`config.mk`:
```
export PLATFORM = sky130hd
export DESIGN_NAME = cbrs_ctrl
export DESIGN_NICKNAME = d
export VERILOG_FILES = /design/src/hdl/cbrs_pkg.sv /design/src/hdl/cbrs_ctrl.sv
export SDC_FILE = /design/constraint.sdc
export NUM_CORES = 1
export LEC_CHECK = 0
export BUFFER_PORTS_ARGS = -buffer_cell sky130_fd_sc_hd__buf_4
export CAP_MARGIN = 5
export CORE_UTILIZATION = 42
export CTS_CLUSTER_DIAMETER = 40
export DETAILED_ROUTE_END_ITERATION = 7
export PLACE_DENSITY_LB_ADDON = 0.12
export SYNTH_ARGS = -nofsm -noshare
export SYNTH_HDL_FRONTEND = slang
export SYNTH_SLANG_ARGS = --single-unit
```
`constraint.sdc`:
```
create_clock -name clk -period 1.85 [get_ports clk]
set_clock_uncertainty 0.15 [all_clocks]
set_input_delay 0.2775 -clock clk [delete_from_list [all_inputs] [get_ports clk]]
set_output_delay 0.2775 -clock clk [all_outputs]
set_load 0.01 [all_outputs]
```
`src/hdl/cbrs_pkg.sv`:
```
// ---------------------------------------------------------------------------
// cbrs_pkg
// constants, types and helpers of the cubic bracketing root solver
// ---------------------------------------------------------------------------
package cbrs_pkg;

	// fixed-point format and search limits
	localparam int FRAC_BITS  = 20;
	localparam int MAX_ROUNDS = 64;
	localparam int GW         = 9;                      // guess width
	localparam int XW         = 31;                     // abscissa width
	localparam int FW         = 3 * (XW - 1) - 2 * FRAC_BITS + 2;  // f(x) width
	localparam int SQW        = 2 * XW - FRAC_BITS;     // x^2 width
	localparam int HIW        = XW - FRAC_BITS;         // integer part width
	localparam int QSH        = 30;                     // secant ratio fraction bits
	localparam int QW         = QSH + 1;                // secant ratio width
	localparam int MW         = FW;                     // |f| width
	localparam int DW         = FW + 1;                 // divisor width
	localparam int RW         = $clog2(MAX_ROUNDS + 1);
	localparam int TOLW       = 20;
	localparam int STW        = 2;
	localparam int IDXW       = 1;

	// polynomial coefficients of x^3 - 2x - 5 (the linear one is a shift)
	localparam int F_OFF      = 5;

	// tolerance after reset, about 1e-5
	localparam logic [TOLW-1:0] TOL_RESET = TOLW'(10);

	// result status
	localparam logic [STW-1:0] ST_CONV   = 2'd0;
	localparam logic [STW-1:0] ST_NOSIGN = 2'd1;
	localparam logic [STW-1:0] ST_LIMIT  = 2'd2;

	// register indexes
	localparam logic [IDXW-1:0] REG_METHOD = 1'b0;
	localparam logic [IDXW-1:0] REG_TOL    = 1'b1;

	// evaluator operand select
	localparam logic [1:0] EV_LO  = 2'd0;
	localparam logic [1:0] EV_HI  = 2'd1;
	localparam logic [1:0] EV_EST = 2'd2;

	// controller to datapath commands
	typedef struct packed {
		logic            load;
		logic            ev_start;
		logic            ev_store;
		logic [1:0]      ev_sel;
		logic            mid;
		logic            div_start;
		logic            sec_mul;
		logic            sec_add;
		logic            narrow;
		logic            emit;
		logic [STW-1:0]  res_status;
	} cmd_t;

	// datapath to controller status
	typedef struct packed {
		logic ev_done;
		logic div_done;
		logic method;
		logic no_bracket;
		logic fe_zero;
		logic round_zero;
		logic round_max;
		logic tol_met;
		logic out_free;
	} sts_t;

	// integer guess to fixed point, saturated to the abscissa range
	function automatic logic signed [XW-1:0] to_fixed(input logic signed [GW-1:0] g);
		localparam int VW = GW + FRAC_BITS + XW + 1;
		localparam logic signed [XW-1:0] X_MAX = {1'b0, {(XW - 1){1'b1}}};
		localparam logic signed [XW-1:0] X_MIN = {1'b1, {(XW - 1){1'b0}}};
		logic signed [VW-1:0] v;
		v = VW'(g) <<< FRAC_BITS;
		if (v > VW'(X_MAX))
			return X_MAX;
		else if (v < VW'(X_MIN))
			return X_MIN;
		else
			return XW'(v);
	endfunction

endpackage

```
`src/hdl/cbrs_ctrl.sv`:
```
// ---------------------------------------------------------------------------
// cbrs_ctrl
// search sequencer: evaluates the ends, steps the bracket, hands off results
// ---------------------------------------------------------------------------
module cbrs_ctrl (
	input  logic            clk,
	input  logic            arst_n,
	input  logic            in_valid,
	output logic            in_ready,
	input  cbrs_pkg::sts_t  sts,
	output cbrs_pkg::cmd_t  cmd
);

	localparam logic [3:0] S_IDLE    = 4'd0;
	localparam logic [3:0] S_EV_LO   = 4'd1;
	localparam logic [3:0] S_W_LO    = 4'd2;
	localparam logic [3:0] S_EV_HI   = 4'd3;
	localparam logic [3:0] S_W_HI    = 4'd4;
	localparam logic [3:0] S_CHECK   = 4'd5;
	localparam logic [3:0] S_NEXT    = 4'd6;
	localparam logic [3:0] S_DIV_W   = 4'd7;
	localparam logic [3:0] S_SEC_MUL = 4'd8;
	localparam logic [3:0] S_SEC_ADD = 4'd9;
	localparam logic [3:0] S_POST    = 4'd10;
	localparam logic [3:0] S_EV_E    = 4'd11;
	localparam logic [3:0] S_W_E     = 4'd12;
	localparam logic [3:0] S_TEST    = 4'd13;
	localparam logic [3:0] S_NARROW  = 4'd14;
	localparam logic [3:0] S_FIN     = 4'd15;

	logic [3:0]                 state_q, state_d;
	logic [cbrs_pkg::STW-1:0]   stat_q, stat_d;

	// next state and commands
	always_comb begin
		state_d        = state_q;
		stat_d         = stat_q;
		in_ready       = 1'b0;
		cmd            = '0;
		cmd.res_status = stat_q;
		case (state_q)
			S_IDLE: begin
				in_ready = 1'b1;
				if (in_valid) begin
					cmd.load = 1'b1;
					state_d  = S_EV_LO;
				end
			end
			S_EV_LO: begin
				cmd.ev_sel   = cbrs_pkg::EV_LO;
				cmd.ev_start = 1'b1;
				state_d      = S_W_LO;
			end
			S_W_LO: begin
				cmd.ev_sel   = cbrs_pkg::EV_LO;
				cmd.ev_store = 1'b1;
				if (sts.ev_done)
					state_d = S_EV_HI;
			end
			S_EV_HI: begin
				cmd.ev_sel   = cbrs_pkg::EV_HI;
				cmd.ev_start = 1'b1;
				state_d      = S_W_HI;
			end
			S_W_HI: begin
				cmd.ev_sel   = cbrs_pkg::EV_HI;
				cmd.ev_store = 1'b1;
				if (sts.ev_done)
					state_d = S_CHECK;
			end
			S_CHECK: begin
				if (sts.no_bracket) begin
					stat_d  = cbrs_pkg::ST_NOSIGN;
					state_d = S_FIN;
				end else begin
					state_d = S_NEXT;
				end
			end
			S_NEXT: begin
				if (sts.method) begin
					cmd.div_start = 1'b1;
					state_d       = S_DIV_W;
				end else begin
					cmd.mid = 1'b1;
					state_d = S_POST;
				end
			end
			S_DIV_W: begin
				if (sts.div_done)
					state_d = S_SEC_MUL;
			end
			S_SEC_MUL: begin
				cmd.sec_mul = 1'b1;
				state_d     = S_SEC_ADD;
			end
			S_SEC_ADD: begin
				cmd.sec_add = 1'b1;
				state_d     = S_POST;
			end
			// first estimate skips the convergence test
			S_POST: begin
				if (!sts.round_zero && sts.tol_met) begin
					stat_d  = cbrs_pkg::ST_CONV;
					state_d = S_FIN;
				end else begin
					state_d = S_EV_E;
				end
			end
			S_EV_E: begin
				cmd.ev_sel   = cbrs_pkg::EV_EST;
				cmd.ev_start = 1'b1;
				state_d      = S_W_E;
			end
			S_W_E: begin
				cmd.ev_sel   = cbrs_pkg::EV_EST;
				cmd.ev_store = 1'b1;
				if (sts.ev_done)
					state_d = S_TEST;
			end
			S_TEST: begin
				if (sts.fe_zero) begin
					stat_d  = cbrs_pkg::ST_CONV;
					state_d = S_FIN;
				end else if (sts.round_max) begin
					stat_d  = cbrs_pkg::ST_LIMIT;
					state_d = S_FIN;
				end else begin
					state_d = S_NARROW;
				end
			end
			S_NARROW: begin
				cmd.narrow = 1'b1;
				state_d    = S_NEXT;
			end
			S_FIN: begin
				if (sts.out_free) begin
					cmd.emit = 1'b1;
					state_d  = S_IDLE;
				end
			end
			default: state_d = S_IDLE;
		endcase
	end

	// state registers
	always_ff @(posedge clk or negedge arst_n) begin
		if (!arst_n) begin
			state_q <= S_IDLE;
			stat_q  <= cbrs_pkg::ST_CONV;
		end else begin
			state_q <= state_d;
			stat_q  <= stat_d;
		end
	end

endmodule

```
==> metrics.yaml <==
timing:
  max_clock_freq_ghz: 0.539
  grt_setup_unrepaired: "true"
  period_needed_ps: 1850
  tightestPinTransition_ps: 262
  finalCritPeriodShare_pct: 100
  worst_slack_ps: -3.65
  endpoints_failing_hold: 0
  slew_viol_final: 0
  setup_violations: 1
  timing.slew.headroom_pct: 82.5
floorplanning:
  placement_rows: 13
  dieHeight_um: 41.1
  starting_utilization_of_the_core_area_pct: 47.1
  die_w_um: 41.1
  design.portCount: 26
  design.core.area_sq_um: 1370
  die_area_sq_um: 1690
clocking:
  clk_pin_slew_ps: 40
  worstSkewPairLatency_ps: 230
  cts_inserted_buffers: 3
  tritoncts: "yes"
  cts_root_buf: "sky130_fd_sc_hd__clkbuf_4"
  htree_levels: 1
  clock_sinks: 6
  clock_path_buffers: 2
finish:
  net_count_final: 133
  filler_cell_count: 88
  ratio_of_cells_with_drive_above_1_in_the_final_layout_pct: 57.9
  antenna_diode_count: 0
  final_core_util_pct: 79.9
  area_growth_syn_to_layout_pct: 69.7
pwr:
  comb_power_share_pct: 78.8
  pwr-share-seq_pct: 15.7
  power.net_switching_w: 0.000853
  peakVddDrop_uv: 1070
  p_clk_share_pct: 5.5
  powerDensity_nw_per_um2: 1860
  power.internal_w: 0.00117
  leakage_nw: 0.546
  netSwitchingFraction_pct: 42.1
run_status:
  violations_in_the_final_reports: "setup timing"
  outcome: "finished with violations"
placement:
  gp_routability_congestion: 0.765
  dp_hpwl_mm: 1.28
  placement.setup.worst_slack_ps: -5.56
  portBuffers: 25
synth:
  synth.distinct_cells: 37
  synth_sequential_area_ratio_pct: 23.3
  syn-mean-instance-area_sq_um: 9.19
  yosys_warnings: 0
  synth-seq-cells: 6
  mapped_cell_area_sq_um: 643
  synthesis.instances: 70
  synthesis.nets: 87
min_path:
  worst_hold_path_type: "in -> reg"
detailed_routing:
  wl_per_cell_um: 15.0
  drtIter0Drc: 27
  detail_route.first_pass.iterations: 4
  via_per_inst: 5.36
  detail-route-antenna-nets: 0
  wl_final_mm: 1.94
  route.detailed.drc: 0
  vias: 692
critical_path:
  critPathArrivalTime_ps: 1430
  timing.critical_path.to_type: "primary output"
  critPathRequiredTime_ps: 1420
  startpoint_type: "flip-flop"
  critPathMaxFanout: 11
  timing_worst_setup_path_type: "reg -> out"
global_route:
  antenna_found_initial: 0
  grt_start_max_net_pins: 16
  grt_pass1_vias: 589
  grt_pass1_wl_mm: 2.63
  grt_usage_pct: 25.0
  grt_overflow_total: 0
job:
  drv.max_cap_violation_count: 0
synthesized netlist by cell type:
master / n / area (sq um)
sky130_fd_sc_hd__a2bb2oi_1: 1 / 8.76
sky130_fd_sc_hd__nand2_1: 2 / 7.51
sky130_fd_sc_hd__a31oi_1: 1 / 6.26
sky130_fd_sc_hd__inv_2: 1 / 3.75
sky130_fd_sc_hd__dfrtp_1: 6 / 150
sky130_fd_sc_hd__and4_1: 1 / 8.76
sky130_fd_sc_hd__nand4b_1: 1 / 8.76
sky130_fd_sc_hd__nor4b_1: 1 / 8.76
sky130_fd_sc_hd__and2_1: 3 / 18.8
sky130_fd_sc_hd__nor3b_1: 2 / 15.0
sky130_fd_sc_hd__ha_1: 5 / 62.6
sky130_fd_sc_hd__o211a_1: 1 / 10.0
sky130_fd_sc_hd__o22ai_1: 1 / 6.26
sky130_fd_sc_hd__mux2_4: 2 / 30.0
sky130_fd_sc_hd__inv_1: 6 / 22.5
sky130_fd_sc_hd__nor4b_4: 1 / 23.8
sky130_fd_sc_hd__o2bb2ai_1: 2 / 17.5
sky130_fd_sc_hd__a21boi_0: 1 / 7.51
sky130_fd_sc_hd__nor3_1: 1 / 5.00
sky130_fd_sc_hd__o31ai_1: 1 / 7.51
sky130_fd_sc_hd__o21a_2: 1 / 8.76
sky130_fd_sc_hd__o2111ai_1: 1 / 8.76
sky130_fd_sc_hd__and2b_1: 2 / 15.0
sky130_fd_sc_hd__buf_2: 2 / 10.0
sky130_fd_sc_hd__o31ai_2: 1 / 12.5
sky130_fd_sc_hd__o21bai_1: 1 / 7.51
sky130_fd_sc_hd__a22oi_1: 1 / 7.51
sky130_fd_sc_hd__a32o_1: 1 / 10.0
sky130_fd_sc_hd__buf_6: 2 / 22.5
sky130_fd_sc_hd__and4b_1: 1 / 10.0
sky130_fd_sc_hd__nor2_1: 6 / 22.5
sky130_fd_sc_hd__and3_1: 3 / 18.8
sky130_fd_sc_hd__a211o_1: 1 / 8.76
sky130_fd_sc_hd__mux2i_1: 2 / 20.0
sky130_fd_sc_hd__a21oi_1: 2 / 10.0
sky130_fd_sc_hd__o221a_1: 1 / 11.3
sky130_fd_sc_hd__o21ai_0: 2 / 10.0
metrics by stage:
step	instances	instance area [sq um]	hold slack (ps)	setup TNS, ps	power (W)
after floorplan	70	652	-168	0	0.00108
after global placement	114	880	-67.0	0	0.00147
after detailed placement	114	880	-65.0	-5.56	0.00147
after CTS	120	982	173	-15.0	0.00173
after global routing	129	1090	202	-310	0.00217
final	129	1090	182	-3.65	0.00203
worst max-delay path: stages, from the launching register on:
cell and delay [ps]:
sky130_fd_sc_hd__dfrtp_2 500, sky130_fd_sc_hd__buf_4 220, sky130_fd_sc_hd__mux2i_4 260, sky130_fd_sc_hd__nor2_1 70, sky130_fd_sc_hd__buf_4 140
final cells by class:
class	instances	area [sq um]	area share, %
timing repair buffer	45	359	32.9
clock buffer	3	22.5	2.06
multi-input combinational	53	512	46.9
inverter	7	26.3	2.41
tap	15	18.8	1.72
sequential	6	153	14.0
timing repair:
| item | CTS | global route |
|---|---|---|
| pin swaps | 1 | 3 |
| endpoints found under the hold margin | 6 | 0 |
| setup buffers | 2 | 9 |
| setup endpoints to repair | 9 | 11 |
| resized for setup | 11 | 11 |
| hold buffers | 1 | 0 |
layout by cell type, fill, tap and decap left out, drive strengths merged, types with 2 or more instances in the layout:
| cell | netlist | layout |
|---|---|---|
| nor4b | 2 | 2 |
| and2 | 3 | 3 |
| dfrtp | 6 | 6 |
| inv | 7 | 7 |
| o2bb2ai | 2 | 2 |
| mux2 | 2 | 2 |
| nor3b | 2 | 2 |
| a21oi | 2 | 2 |
| and3 | 3 | 3 |
| o31ai | 2 | 2 |
| buf | 4 | 44 |
| and2b | 2 | 2 |
| o21ai | 2 | 2 |
| ha | 5 | 5 |
| mux2i | 2 | 2 |
| nor2 | 6 | 6 |
| clkbuf | 0 | 3 |
| nand2 | 2 | 2 |
cell families (layout without fill, tap and decap cells):
logic type | count (synthesis) | after routing | share of synthesized area, %
simple gates | 24 | 24 | 25.3
compound gates | 20 | 20 | 24.7
buf+inv | 11 | 55 | 9.14
flops | 6 | 6 | 23.3
fa+ha+maj | 5 | 5 | 9.73
mux | 4 | 4 | 7.78
registers in the layout (all words and copies together), names as in the netlist:
register  cells
stat_q        2
state_q       4
metal layers:
layer,vias up,track usage [%],wire length (um)
met2,33,37.9,1010
met3,0,4.89,109
met5,-,0,0
met1,311,32.4,818
li1,348,-,-
met4,0,15.3,0
worst paths after layout:
| path | endpoint | cells after the start | slack (ps) | startpoint |
|---|---|---|---|---|
| worst min register to register | stat_q[0]$_DFFE_PN0P_ | 1 | 390 | stat_q[0]$_DFFE_PN0P_ |
| worst max-delay path | cmd[9] | 4 | -4 | state_q[2]$_DFFE_PN0P_ |
| max in group asynchronous | state_q[3]$_DFFE_PN0P_ | 2 | 1180 | arst_n |
| worst max register to register | state_q[0]$_DFFE_PN0P_ | 6 | 20 | state_q[1]$_DFFE_PN0P_ |
| min in group asynchronous | state_q[1]$_DFFE_PN0P_ | 2 | 240 | arst_n |
| worst min-delay path | stat_q[0]$_DFFE_PN0P_ | 2 | 180 | sts[5] |
power by group through the flow:
stage	Clock [W]	Sequential (W)	Combinational [W]
after floorplan	0	0.000265	0.000813
after global placement	0	0.000304	0.00116
after detailed placement	0	0.000308	0.00117
after CTS	0.000120	0.000315	0.00130
after global routing	0.000121	0.000330	0.00172
final	0.000112	0.000318	0.00160
Note: power is estimated with default switching activity, not from simulation.
